--- src/sv/tjd_pkg.sv ---
// ----------------------------------------------------------------------------
// tjd_pkg
// Shared types and constants for the tracked point jump detector.
// ----------------------------------------------------------------------------
package tjd_pkg;

  localparam int MAX_POINTS   = 4;
  localparam int POINT_FIELDS = 4;
  localparam int LANES        = (MAX_POINTS < POINT_FIELDS) ? MAX_POINTS : POINT_FIELDS;

  localparam int COORD_BITS  = 12;
  localparam int SUBPIX_BITS = 4;
  localparam int NAT_W       = COORD_BITS - SUBPIX_BITS;
  localparam int CNT_W       = 3;
  localparam int SEQ_W       = 32;

  localparam int DIFF_W = COORD_BITS + 1;
  localparam int SUM_W  = DIFF_W + $clog2(LANES);
  localparam int RES_W  = SUM_W + 1;
  localparam int NSUM_W = NAT_W + $clog2(LANES);
  localparam int BND_W  = NAT_W + 1;

  localparam int THR_W = 10;
  localparam int LIM_W = THR_W + CNT_W;

  // floor(s/3) == (s*683) >> 11 for s < 2048
  localparam int RECIP3   = 683;
  localparam int RECIP_W  = 10;
  localparam int RECIP_SH = 11;

  localparam int CFG_IDX_W  = 2;
  localparam int CFG_DATA_W = 10;

  localparam logic [THR_W-1:0] THR_RST    = THR_W'(40);
  localparam logic [NAT_W-1:0] MARGIN_RST = NAT_W'(12);
  localparam logic [NAT_W-1:0] WIDTH_RST  = NAT_W'(240);
  localparam logic [NAT_W-1:0] HEIGHT_RST = NAT_W'(176);

  typedef enum logic [CFG_IDX_W-1:0] {
    CFG_JUMP_THR    = 2'd0,
    CFG_EDGE_MARGIN = 2'd1,
    CFG_FRAME_W     = 2'd2,
    CFG_FRAME_H     = 2'd3
  } cfg_idx_e;

  typedef enum logic [1:0] {
    VERDICT_CLEAN = 2'd0,
    VERDICT_COUNT = 2'd1,
    VERDICT_JUMP  = 2'd2
  } verdict_e;

  // per-lane findings, registered in the lane
  typedef struct packed {
    logic              act;
    logic [DIFF_W-1:0] dx;
    logic [DIFF_W-1:0] dy;
    logic [NAT_W-1:0]  nx;
    logic [NAT_W-1:0]  ny;
    logic              near;
  } lane_t;

  // merged terms fed back to the lanes for the residual test
  typedef struct packed {
    logic [SUM_W-1:0] sx;
    logic [SUM_W-1:0] sy;
    logic [CNT_W-1:0] n;
    logic [LIM_W-1:0] lim;
  } judge_t;

  // final merged result
  typedef struct packed {
    logic             jump;
    logic             near;
    logic [NAT_W-1:0] cx;
    logic [NAT_W-1:0] cy;
  } merge_t;

endpackage

--- src/sv/tjd_lane.sv ---
// ----------------------------------------------------------------------------
// tjd_lane
// One point lane: movement, native position, edge test and residual test.
// ----------------------------------------------------------------------------
module tjd_lane (
  input  logic                            clk_i,
  input  logic                            load_i,
  input  logic                            act_i,
  input  logic [tjd_pkg::COORD_BITS-1:0]  px_i,
  input  logic [tjd_pkg::COORD_BITS-1:0]  py_i,
  input  logic [tjd_pkg::COORD_BITS-1:0]  last_x_i,
  input  logic [tjd_pkg::COORD_BITS-1:0]  last_y_i,
  input  logic [tjd_pkg::NAT_W-1:0]       margin_i,
  input  logic [tjd_pkg::BND_W-1:0]       x_bound_i,
  input  logic [tjd_pkg::BND_W-1:0]       y_bound_i,
  input  tjd_pkg::judge_t                 judge_i,
  output tjd_pkg::lane_t                  lane_o,
  output logic                            jump_o
);
  import tjd_pkg::*;

  lane_t                   lane_d, lane_q;
  logic [NAT_W-1:0]        nx, ny;
  logic                    near_x, near_y;
  logic signed [RES_W-1:0] n_s, dx_s, dy_s, sx_s, sy_s, rx, ry;
  logic [RES_W-1:0]        mx, my, lim_ext;

  always_comb begin
    nx = px_i[COORD_BITS-1:SUBPIX_BITS];
    ny = py_i[COORD_BITS-1:SUBPIX_BITS];
    // bounds are signed: a negative bound flags every point
    near_x = (nx < margin_i) || ($signed({1'b0, nx}) > $signed(x_bound_i));
    near_y = (ny < margin_i) || ($signed({1'b0, ny}) > $signed(y_bound_i));
    lane_d.act  = act_i;
    lane_d.dx   = act_i ? (DIFF_W'(px_i) - DIFF_W'(last_x_i)) : '0;
    lane_d.dy   = act_i ? (DIFF_W'(py_i) - DIFF_W'(last_y_i)) : '0;
    lane_d.nx   = nx;
    lane_d.ny   = ny;
    lane_d.near = act_i && (near_x || near_y);
  end

  always_ff @(posedge clk_i) begin
    if (load_i) begin
      lane_q <= lane_d;
    end
  end

  assign lane_o = lane_q;

  // |n*d - sum_d| > thr*n, exact integer form
  always_comb begin
    n_s     = RES_W'(judge_i.n);
    dx_s    = RES_W'($signed(lane_q.dx));
    dy_s    = RES_W'($signed(lane_q.dy));
    sx_s    = RES_W'($signed(judge_i.sx));
    sy_s    = RES_W'($signed(judge_i.sy));
    rx      = n_s * dx_s - sx_s;
    ry      = n_s * dy_s - sy_s;
    mx      = rx[RES_W-1] ? -rx : rx;
    my      = ry[RES_W-1] ? -ry : ry;
    lim_ext = RES_W'(judge_i.lim);
    jump_o  = lane_q.act && ((mx > lim_ext) || (my > lim_ext));
  end

endmodule

--- src/sv/tjd_merge.sv ---
// ----------------------------------------------------------------------------
// tjd_merge
// Combines lane findings: movement sums, limit, jump/edge flags, mean position.
// ----------------------------------------------------------------------------
module tjd_merge (
  input  logic                        clk_i,
  input  logic                        sum_ld_i,
  input  logic                        res_ld_i,
  input  tjd_pkg::lane_t              lanes_i [tjd_pkg::LANES],
  input  logic [tjd_pkg::LANES-1:0]   jump_i,
  input  logic [tjd_pkg::THR_W-1:0]   thr_i,
  input  logic [tjd_pkg::CNT_W-1:0]   cnt_i,
  output tjd_pkg::judge_t             judge_o,
  output tjd_pkg::merge_t             res_o
);
  import tjd_pkg::*;

  judge_t            judge_q;
  merge_t            res_d, res_q;
  logic [SUM_W-1:0]  sx_d, sy_d;
  logic [NSUM_W-1:0] nxs_d, nys_d, nxs_q, nys_q;
  logic              near_d, near_q;

  function automatic logic [NAT_W-1:0] mean_of(input logic [NSUM_W-1:0] s,
                                               input logic [CNT_W-1:0]  n);
    logic [NSUM_W+RECIP_W-1:0] p;
    p = (NSUM_W+RECIP_W)'(s) * (NSUM_W+RECIP_W)'(RECIP3);
    case (n)
      CNT_W'(1): mean_of = s[NAT_W-1:0];
      CNT_W'(2): mean_of = s[NAT_W:1];
      CNT_W'(3): mean_of = p[RECIP_SH+NAT_W-1:RECIP_SH];
      CNT_W'(4): mean_of = s[NAT_W+1:2];
      default:   mean_of = '0;
    endcase
  endfunction

  always_comb begin
    sx_d   = '0;
    sy_d   = '0;
    nxs_d  = '0;
    nys_d  = '0;
    near_d = 1'b0;
    for (int i = 0; i < LANES; i++) begin
      sx_d   = sx_d + SUM_W'($signed(lanes_i[i].dx));
      sy_d   = sy_d + SUM_W'($signed(lanes_i[i].dy));
      if (lanes_i[i].act) begin
        nxs_d = nxs_d + NSUM_W'(lanes_i[i].nx);
        nys_d = nys_d + NSUM_W'(lanes_i[i].ny);
      end
      near_d = near_d | lanes_i[i].near;
    end
  end

  always_ff @(posedge clk_i) begin
    if (sum_ld_i) begin
      judge_q.sx  <= sx_d;
      judge_q.sy  <= sy_d;
      judge_q.n   <= cnt_i;
      judge_q.lim <= LIM_W'(thr_i) * LIM_W'(cnt_i);
      nxs_q       <= nxs_d;
      nys_q       <= nys_d;
      near_q      <= near_d;
    end
  end

  assign judge_o = judge_q;

  always_comb begin
    res_d.jump = |jump_i;
    res_d.near = near_q;
    res_d.cx   = mean_of(nxs_q, judge_q.n);
    res_d.cy   = mean_of(nys_q, judge_q.n);
  end

  always_ff @(posedge clk_i) begin
    if (res_ld_i) begin
      res_q <= res_d;
    end
  end

  assign res_o = res_q;

endmodule

--- src/sv/tracked_point_jump_detector.sv ---
// ----------------------------------------------------------------------------
// tracked_point_jump_detector
// Judges each new camera frame against the previous one for point count
// changes and per-point jumps, flags border points, reports mean position.
// ----------------------------------------------------------------------------
//
//  channel | handshake                | payload
//  --------+--------------------------+---------------------------------------
//  in      | in_valid_i / in_stall_o  | frame_seq_i, point_count_i, x/y_a..d_i
//  out     | out_valid_o / out_stall_i| accepted_o, verdict_o, near_edge_o,
//          |                          | centre_x_o, centre_y_o
//  cfg     | cfg_we_i                 | cfg_idx_i, cfg_data_i
//
//  One frame is in flight at a time. A transfer in is captured, goes through
//  the lane stage, the sum stage and the judge stage, and lands in the output
//  register when the judge stage advances; the next frame is taken the cycle
//  after that. The output register holds a result under out_stall_i while
//  the block takes the next frame; the judge stage then waits for the
//  register. Reset clears the previous-frame state and restores the register
//  defaults.
// ----------------------------------------------------------------------------
module tracked_point_jump_detector (
  input  logic                             clk_i,
  input  logic                             rst_ni,
  // configuration
  input  logic                             cfg_we_i,
  input  logic [tjd_pkg::CFG_IDX_W-1:0]    cfg_idx_i,
  input  logic [tjd_pkg::CFG_DATA_W-1:0]   cfg_data_i,
  // frame in
  input  logic                             in_valid_i,
  output logic                             in_stall_o,
  input  logic [tjd_pkg::SEQ_W-1:0]        frame_seq_i,
  input  logic [tjd_pkg::CNT_W-1:0]        point_count_i,
  input  logic [tjd_pkg::COORD_BITS-1:0]   x_a_i,
  input  logic [tjd_pkg::COORD_BITS-1:0]   y_a_i,
  input  logic [tjd_pkg::COORD_BITS-1:0]   x_b_i,
  input  logic [tjd_pkg::COORD_BITS-1:0]   y_b_i,
  input  logic [tjd_pkg::COORD_BITS-1:0]   x_c_i,
  input  logic [tjd_pkg::COORD_BITS-1:0]   y_c_i,
  input  logic [tjd_pkg::COORD_BITS-1:0]   x_d_i,
  input  logic [tjd_pkg::COORD_BITS-1:0]   y_d_i,
  // result out
  output logic                             out_valid_o,
  input  logic                             out_stall_i,
  output logic                             accepted_o,
  output logic [1:0]                       verdict_o,
  output logic                             near_edge_o,
  output logic [tjd_pkg::NAT_W-1:0]        centre_x_o,
  output logic [tjd_pkg::NAT_W-1:0]        centre_y_o
);
  import tjd_pkg::*;

  // configuration registers
  logic [THR_W-1:0] thr_q;
  logic [NAT_W-1:0] margin_q, width_q, height_q;
  logic [BND_W-1:0] x_bound, y_bound;

  // stage valids: capture, lanes, sums, judge
  logic v0_q, v1_q, v2_q, v3_q;
  logic in_xfer, out_adv;

  // captured frame
  logic [SEQ_W-1:0]      seq_q;
  logic [CNT_W-1:0]      cnt_d, cnt_q;
  logic [COORD_BITS-1:0] px_d [LANES];
  logic [COORD_BITS-1:0] py_d [LANES];
  logic [COORD_BITS-1:0] px_q [LANES];
  logic [COORD_BITS-1:0] py_q [LANES];

  // previous accepted frame
  logic [COORD_BITS-1:0] last_x_q [LANES];
  logic [COORD_BITS-1:0] last_y_q [LANES];
  logic [CNT_W-1:0]      last_cnt_q;
  logic [SEQ_W-1:0]      last_seq_q;
  logic                  have_last_q;

  // frame-level decisions, taken in the lane stage
  logic take_q, consec_q, cchg_q;

  // lanes and merge
  lane_t             lanes [LANES];
  logic [LANES-1:0]  jump;
  judge_t            judge;
  merge_t            res;

  // output register
  logic             out_valid_q;
  logic             acc_q, near_q;
  verdict_e         verdict_d, verdict_q;
  logic [NAT_W-1:0] cx_q, cy_q;

  // ---- configuration -------------------------------------------------------
  always_ff @(posedge clk_i or negedge rst_ni) begin
    if (!rst_ni) begin
      thr_q    <= THR_RST;
      margin_q <= MARGIN_RST;
      width_q  <= WIDTH_RST;
      height_q <= HEIGHT_RST;
    end else if (cfg_we_i) begin
      case (cfg_idx_e'(cfg_idx_i))
        CFG_JUMP_THR:    thr_q    <= cfg_data_i[THR_W-1:0];
        CFG_EDGE_MARGIN: margin_q <= cfg_data_i[NAT_W-1:0];
        CFG_FRAME_W:     width_q  <= cfg_data_i[NAT_W-1:0];
        CFG_FRAME_H:     height_q <= cfg_data_i[NAT_W-1:0];
        default: ;
      endcase
    end
  end

  // upper edge bounds, signed; may go negative when margin exceeds the frame
  assign x_bound = BND_W'(width_q) - BND_W'(margin_q);
  assign y_bound = BND_W'(height_q) - BND_W'(margin_q);

  // ---- handshake and stage control -----------------------------------------
  assign in_stall_o = v0_q | v1_q | v2_q | v3_q;
  assign in_xfer    = in_valid_i & ~in_stall_o;
  assign out_adv    = v3_q & (~out_valid_q | ~out_stall_i);

  always_ff @(posedge clk_i or negedge rst_ni) begin
    if (!rst_ni) begin
      v0_q <= 1'b0;
      v1_q <= 1'b0;
      v2_q <= 1'b0;
      v3_q <= 1'b0;
    end else begin
      v0_q <= in_xfer;
      v1_q <= v0_q;
      v2_q <= v1_q;
      v3_q <= v2_q | (v3_q & ~out_adv);
    end
  end

  // ---- capture -------------------------------------------------------------
  always_comb begin
    // counts above the lane count saturate
    cnt_d = (point_count_i > CNT_W'(LANES)) ? CNT_W'(LANES) : point_count_i;
    px_d[0] = x_a_i;  py_d[0] = y_a_i;
    px_d[1] = x_b_i;  py_d[1] = y_b_i;
    px_d[2] = x_c_i;  py_d[2] = y_c_i;
    px_d[3] = x_d_i;  py_d[3] = y_d_i;
  end

  always_ff @(posedge clk_i) begin
    if (in_xfer) begin
      seq_q <= frame_seq_i;
      cnt_q <= cnt_d;
      px_q  <= px_d;
      py_q  <= py_d;
    end
  end

  // new frame, consecutive pair, count change
  always_ff @(posedge clk_i) begin
    if (v0_q) begin
      take_q   <= (seq_q != '0) && (seq_q != last_seq_q);
      consec_q <= have_last_q && (seq_q == last_seq_q + SEQ_W'(1));
      cchg_q   <= cnt_q != last_cnt_q;
    end
  end

  // ---- lanes ---------------------------------------------------------------
  for (genvar g = 0; g < LANES; g++) begin : g_lane
    tjd_lane u_lane (
      .clk_i     (clk_i),
      .load_i    (v0_q),
      .act_i     (cnt_q > CNT_W'(g)),
      .px_i      (px_q[g]),
      .py_i      (py_q[g]),
      .last_x_i  (last_x_q[g]),
      .last_y_i  (last_y_q[g]),
      .margin_i  (margin_q),
      .x_bound_i (x_bound),
      .y_bound_i (y_bound),
      .judge_i   (judge),
      .lane_o    (lanes[g]),
      .jump_o    (jump[g])
    );
  end

  // ---- merge ---------------------------------------------------------------
  tjd_merge u_merge (
    .clk_i    (clk_i),
    .sum_ld_i (v1_q),
    .res_ld_i (v2_q),
    .lanes_i  (lanes),
    .jump_i   (jump),
    .thr_i    (thr_q),
    .cnt_i    (cnt_q),
    .judge_o  (judge),
    .res_o    (res)
  );

  // ---- verdict and output register -----------------------------------------
  // count change wins over a jump; zero points on both sides never jump
  always_comb begin
    if (!consec_q) begin
      verdict_d = VERDICT_CLEAN;
    end else if (cchg_q) begin
      verdict_d = VERDICT_COUNT;
    end else if (res.jump) begin
      verdict_d = VERDICT_JUMP;
    end else begin
      verdict_d = VERDICT_CLEAN;
    end
  end

  always_ff @(posedge clk_i or negedge rst_ni) begin
    if (!rst_ni) begin
      out_valid_q <= 1'b0;
    end else if (out_adv) begin
      out_valid_q <= 1'b1;
    end else if (!out_stall_i) begin
      out_valid_q <= 1'b0;
    end
  end

  // a rejected frame reports all zeros
  always_ff @(posedge clk_i) begin
    if (out_adv) begin
      acc_q     <= take_q;
      verdict_q <= take_q ? verdict_d : VERDICT_CLEAN;
      near_q    <= take_q & res.near;
      cx_q      <= take_q ? res.cx : '0;
      cy_q      <= take_q ? res.cy : '0;
    end
  end

  // previous frame is replaced only by an accepted frame
  always_ff @(posedge clk_i or negedge rst_ni) begin
    if (!rst_ni) begin
      for (int i = 0; i < LANES; i++) begin
        last_x_q[i] <= '0;
        last_y_q[i] <= '0;
      end
      last_cnt_q  <= '0;
      last_seq_q  <= '0;
      have_last_q <= 1'b0;
    end else if (out_adv && take_q) begin
      last_x_q    <= px_q;
      last_y_q    <= py_q;
      last_cnt_q  <= cnt_q;
      last_seq_q  <= seq_q;
      have_last_q <= 1'b1;
    end
  end

  assign out_valid_o = out_valid_q;
  assign accepted_o  = acc_q;
  assign verdict_o   = verdict_q;
  assign near_edge_o = near_q;
  assign centre_x_o  = cx_q;
  assign centre_y_o  = cy_q;

endmodule
--- config.mk ---
export PLATFORM = sky130hd
export DESIGN_NAME = tracked_point_jump_detector
export DESIGN_NICKNAME = d
export VERILOG_FILES = /design/src/sv/tjd_pkg.sv /design/src/sv/tjd_lane.sv /design/src/sv/tjd_merge.sv /design/src/sv/tracked_point_jump_detector.sv
export SDC_FILE = /design/constraint.sdc
export NUM_CORES = 2
export LEC_CHECK = 0
export BUFFER_PORTS_ARGS = -buffer_cell sky130_fd_sc_hd__buf_2
export CAP_MARGIN = 5
export CELL_PAD_IN_SITES_DETAIL_PLACEMENT = 1
export CELL_PAD_IN_SITES_GLOBAL_PLACEMENT = 1
export CORE_ASPECT_RATIO = 0.9
export CORE_MARGIN = 1
export CORE_UTILIZATION = 51
export CTS_CLUSTER_DIAMETER = 100
export DETAILED_ROUTE_END_ITERATION = 6
export PLACE_DENSITY_LB_ADDON = 0.1
export SLEW_MARGIN = 20
export SYNTH_ARGS = -nofsm -noshare
export SYNTH_HDL_FRONTEND = slang
export SYNTH_HIERARCHICAL = 1
export SYNTH_SLANG_ARGS = --single-unit
export TNS_END_PERCENT = 30
--- constraint.sdc ---
create_clock -name clk_i -period 11.65 [get_ports clk_i]
set_input_delay 2.33 -clock clk_i [delete_from_list [all_inputs] [get_ports clk_i]]
set_output_delay 2.33 -clock clk_i [all_outputs]
set_load 0.02 [all_outputs]
After elaboration in Yosys (flattened, before gate mapping)

Index checks and enable logic that the tools add are counted.

Register bits after elaboration: 586
Input bits: 148
Output and inout bits: 22
Logic and storage cells: 240

Add/sub/neg operators: 39
$mul: 11
Magnitude comparators: 29
Equal/unequal tests: 11
Multiplexer cells: 22
Bitwise operators: 18
Reductions and logical operators: 36

Operators by type and width:

| kind                                                                  | count |
|---|---|
| 16-bit by 13-bit greater-than comparator with 1-bit output            | 8 |
| 4-bit by 13-bit multiplier with 16-bit output                         | 8 |
| 16-bit 2-to-1 mux                                                     | 8 |
| 16-bit negation                                                       | 8 |
| 16-bit by 15-bit subtractor with 16-bit output                        | 8 |
| 12-bit by 12-bit subtractor with 13-bit output                        | 8 |
| 9-bit greater-than comparator                                         | 8 |
| 8-bit less-than comparator                                            | 8 |
| 8-bit one-hot mux with 4 select lines                                 | 2 |
| 10-bit 2-to-1 mux                                                     | 6 |
| 10-bit by 8-bit adder with 10-bit output                              | 5 |
| 10-bit by 10-bit multiplier with 19-bit output, second input constant | 2 |
| 32-bit by 1-bit adder with 32-bit output, second input constant       | 1 |
| 32-bit == test                                                        | 1 |
| 32-bit != test                                                        | 1 |
| 32-bit nonzero test                                                   | 1 |
| 14-bit by 13-bit adder with 15-bit output                             | 2 |
| 15-bit adder                                                          | 2 |
| 13-bit by 13-bit adder with 14-bit output                             | 2 |
| 8-bit by 8-bit subtractor with 9-bit output                           | 2 |
| 1-bit logical OR                                                      | 16 |
| 8-bit 2-to-1 mux                                                      | 2 |
| 10-bit by 3-bit multiplier with 13-bit output                         | 1 |
| 1-bit logical AND                                                     | 11 |
| other kinds (20)                                                      | 45 |

Logic depth before layout (Yosys ltp)

Word-level depth: 8
Depth in mapped cells: 28
Depth with buffers taken out: 26

Cells and area by module

The synthesis kept the hierarchy.

Modules (own cells, without submodules):

| module                      | times used | cells each | area each (um^2) | sequential area each (um^2) |
|---|---|---|---|---|
| tracked_point_jump_detector | 1          | 823        | 13057.5          | 8917.3 |
| tjd_merge                   | 1          | 1378       | 12742.2          | 2552.4 |
| tjd_lane (g_lane[0].u_lane) | 1          | 1003       | 8353.0           | 1321.3 |
| tjd_lane (g_lane[3].u_lane) | 1          | 997        | 8298.0           | 1321.3 |
| tjd_lane (g_lane[1].u_lane) | 1          | 967        | 8189.1           | 1321.3 |
| tjd_lane (g_lane[2].u_lane) | 1          | 967        | 8176.6           | 1321.3 |

Least setup slack after synthesis

Ideal clock, no wire load.

Path kind: flip-flop to flip-flop
Start point: register v0_q
End point: register v0_q
Library setup time: 0.702 ns
Arrival: 9.273 ns
Data required time: 10.948 ns
Setup slack: 1.676 ns
Stages on the path, launching flop included: 3
Path buffers: 0
Clock period less this slack: 9.974 ns
Path through: dfrtp_1 > or4_1 > nor2_1

Cells in the longest elaborated chain, start to end: 5

Ends and longest elaborated chain:

| element                | line                               | source |
|---|---|---|
| from (decl)            | tracked_point_jump_detector.sv:59  | `logic v0_q, v1_q, v2_q, v3_q;` |
| from (signal assigned) | tracked_point_jump_detector.sv:126 | `v0_q <= in_xfer;` |
| 1-bit OR (3 in series) | tracked_point_jump_detector.sv:115 | `assign in_stall_o = v0_q \| v1_q \| v2_q \| v3_q;` |
| net in_stall_o         | tracked_point_jump_detector.sv:31  | `output logic in_stall_o,` |
| 1-bit NOT              | tracked_point_jump_detector.sv:116 | `assign in_xfer = in_valid_i & ~in_stall_o;` |
| 1-bit AND              | tracked_point_jump_detector.sv:116 |  |
| net in_xfer            | tracked_point_jump_detector.sv:60  | `logic in_xfer, out_adv;` |

The timed path passes the listed nets, and every way through them passes these cells.
A chain may end at the register's enable or synchronous reset.

==> results.py <==
metrics = {
    "outcome": {
        "status": "completed",
    },
    "cells_and_area": {
        "seqCellArea_um2": 16800,
        "area_delta_synth_final_pct": 8.54,
        "layout.nets": 7582,
        "fillCellCount": 12901,
        "drive_gt1_share_pct": 9.78,
        "multi_input_area_um2": 37300,
        "final_area_um2": 63800,
    },
    "placement": {
        "gp_congestion": 0.933,
        "port_buffers": 169,
        "hpwl_mm": 146,
        "place_area_um2": 61400,
    },
    "floorplanning": {
        "core_area_um2": 114000,
        "die_height_um": 324,
        "initial_core_util_pct": 51.7,
        "fp.dieW_um": 360,
        "ioPinCount": 170,
        "dieArea_um2": 117000,
        "rows": 117,
    },
    "clocking": {
        "cts_tree": "yes",
        "htreeDepth": 3,
        "cts_made_buffers": 72,
        "cts_max_path_buffers": 3,
        "cts_hold_buf": 0,
        "path_clk_slew_ns": 0.06,
        "cts_root_buffer": "clkbuf_16",
        "post_cts_buffers": 0,
        "clk_latency_ns": 0.70,
        "cts.sinks": 586,
        "cts_resized": 0,
    },
    "hold_path": {
        "holdPathStages": 0,
        "holdPathEnd": "u_merge/res_o[16]",
        "hold_path_class": "flip-flop to flip-flop",
        "worstHoldStart": "u_merge/near_q",
    },
    "detailed_routing": {
        "drt-initial-drc-count": 2995,
        "avgViaCountPerCell": 5.83,
        "num_vias": 45762,
        "remaining_drc_errors": 0,
        "first_pass_iters": 6,
        "ant_nets": 0,
        "routed_wl_mm": 181,
        "wl_per_cell_um": 23.1,
    },
    "synthesis": {
        "synth_flop_cell": "edfxtp_1",
        "synth_cells": 6135,
        "synth_edf_count": 415,
        "async_flop_share_pct": 29.2,
        "post-synth-top-area-cell": "edfxtp_1",
        "synth.top_cell.area_share_pct": 21.2,
        "synth_seq_area_share_pct": 28.5,
        "synth_area_um2": 58800,
        "netlist-cell-type-count": 123,
        "syn_area_per_cell_um2": 9.59,
        "syn-num-nets": 7409,
        "synth_warnings": 6,
        "ys_ff_latch": 586,
        "synthTopCellsByArea": "edfxtp_1, ha_1, fa_1, inv_1, dfrtp_1",
    },
    "worst_setup_path": {
        "critical-path-max-stage-delay_ns": 0.81,
        "crit_path_frequent_cell": "ha_1",
        "critPathKind": "flip-flop to flip-flop",
        "startpoint_type": "flip-flop",
        "rr_worst_depth": 25,
        "critical-path-top-delay-family": "adder cells",
        "rr_endpoint": "u_merge/res_o[17]",
        "cp_data_arrival_time_ns": 8.06,
        "crit_slowest_cell": "xor2_1",
        "reg2reg_slack_ns": 3.97,
        "crit_buf_inv": 3,
        "worstReg2RegStart": "u_merge/judge_o[15]",
        "required_ns": 12.04,
        "end_kind": "flip-flop",
        "crit_path_max_fanout": 52,
    },
    "timing": {
        "fin_skew_ns": 0.0546,
        "drv_slew": 0,
        "rsz0062_at_grt": "no",
        "fin_setup_tns_ns": 0,
        "tightest_slew_ns": 1.08,
        "setup_viol": 0,
        "max_freq_mhz": 130,
        "finalCritPeriodShare_pct": 65.9,
        "period_minus_slack_ns": 7.68,
        "finalHoldViolCount": 0,
        "slew-limit-headroom_pct": 27.7,
    },
    "global_route": {
        "overflow": 0,
        "antenna_found_initial": 16,
        "grt_max_degree": 110,
        "grt.total_usage_pct": 31.2,
        "grt_pass1_vias": 48106,
        "grt_pass1_wl_mm": 279,
    },
    "run": {
        "drv_cap": 0,
    },
}
==> cells in the mapped netlist (118+ instances only) <==
cell and count:
a21oi_1 254, and2_1 256, dfrtp_1 160, edfxtp_1 415
fa_1 315, ha_1 811, inv_1 1142, mux2_2 194
nand2_1 320, nor2_1 308, nor3_1 118, o21ai_0 218
xnor2_1 252, xor2_1 123
==> layout by cell type, fill, tap and decap left out, drive strengths merged, types with 27 or more instances in the layout <==
master,count
a211oi,29
a21boi,44
a21o,96
a21oi,259
a31oi,38
and2,256
and3,44
buf,203
clkbuf,102
dfrtp,160
edfxtp,415
fa,315
ha,811
inv,1147
mux2,198
mux2i,28
nand2,321
nand2b,81
nand3,91
nand4,63
nor2,308
nor2b,93
nor3,119
nor4,39
o21a,73
o21ai,228
o21bai,27
xnor2,255
xor2,123
==> through the flow <==
step / hold slack [ns] / instances / setup WS, ns / util, %
3_3_place_gp: 0.407 / 7721 / 4.27 / 54.0
5_1_grt: 0.452 / 7854 / 3.55 / 56.1
2_1_floorplan: 0.400 / 6135 / 1.68 / -
6_report: 0.448 / 7855 / 3.97 / 56.1
3_5_place_dp: 0.431 / 7721 / 4.09 / 54.0
4_1_cts: 0.444 / 7854 / 4.08 / 56.1
==> registers in the layout, indices dropped and copies added (netlist names), 18 cells and up <==
signal and count:
g_lane.u_lane/lane_o 176, last_seq_q 32, last_x_q 48, last_y_q 48, px_q 48, py_q 48
seq_q 32, u_merge/judge_o 46, u_merge/res_o 18
==> worst reg2reg max path, delay by kind of cell, from the launching register on <==
kind / cells / cell delay [ns]
adder cells (fa/ha/maj): 5 / 2.04
AO/OA/AOI/OAI: 8 / 1.71
AND/OR/NAND/NOR: 7 / 1.49
XOR/XNOR: 1 / 0.81
buffers and inverters: 3 / 0.57
multiplexers: 1 / 0.43
flip-flops: 1 / 0.36
==> layout make-up <==
cell class / count / share of cell area, %
clock inverters: 32 / 0.664
clock buffers: 101 / 3.15
inverters: 1144 / 6.73
repair buffers: 204 / 1.79
multi-input cells: 4300 / 58.5
diodes: 1 / 0.00392
well taps: 1487 / 2.91
flip-flops and latches: 586 / 26.3
==> kinds of logic (layout without fill, tap and decap cells) <==
| group | count (synthesis) | after routing | share of synthesized area [%] |
|---|---|---|---|
| AO/OA/AOI/OAI | 1035 | 1035 | 11.8 |
| XOR/XNOR | 378 | 378 | 5.67 |
| adder cells (fa/ha/maj) | 1127 | 1127 | 28.0 |
| buffers and inverters | 1249 | 1481 | 8.08 |
| flip-flops | 586 | 586 | 28.5 |
| multiplexers | 226 | 226 | 4.29 |
| other | 0 | 1 | 0 |
| AND/OR/NAND/NOR | 1534 | 1534 | 13.7 |
==> worst max-delay path by stage <==
| stage | from | endpoint | slack (ns) | cells after the start |
|---|---|---|---|---|
| final | u_merge/judge_o[15] | u_merge/res_o[17] | 3.97 | 25 |
| after floorplan | v0_q | v0_q | 1.68 | 2 |
| after global placement | u_merge/judge_o[15] | u_merge/res_o[17] | 4.27 | 27 |
| after CTS | u_merge/judge_o[15] | u_merge/res_o[17] | 4.08 | 27 |
| after global routing | u_merge/judge_o[15] | u_merge/res_o[17] | 3.55 | 25 |
| after detailed placement | u_merge/judge_o[15] | u_merge/res_o[17] | 4.09 | 27 |
==> layer usage <==
layer	GRT usage (%)	up-vias	wire, um
li1	-	21217	-
met1	42.7	23209	82900
met2	51.9	1050	84000
met3	3.51	280	8630
met4	9.42	6	5830
met5	0	-	47
Power is not shown: default switching activity piles up to over one toggle a cycle in this logic, so the estimate is an artifact.
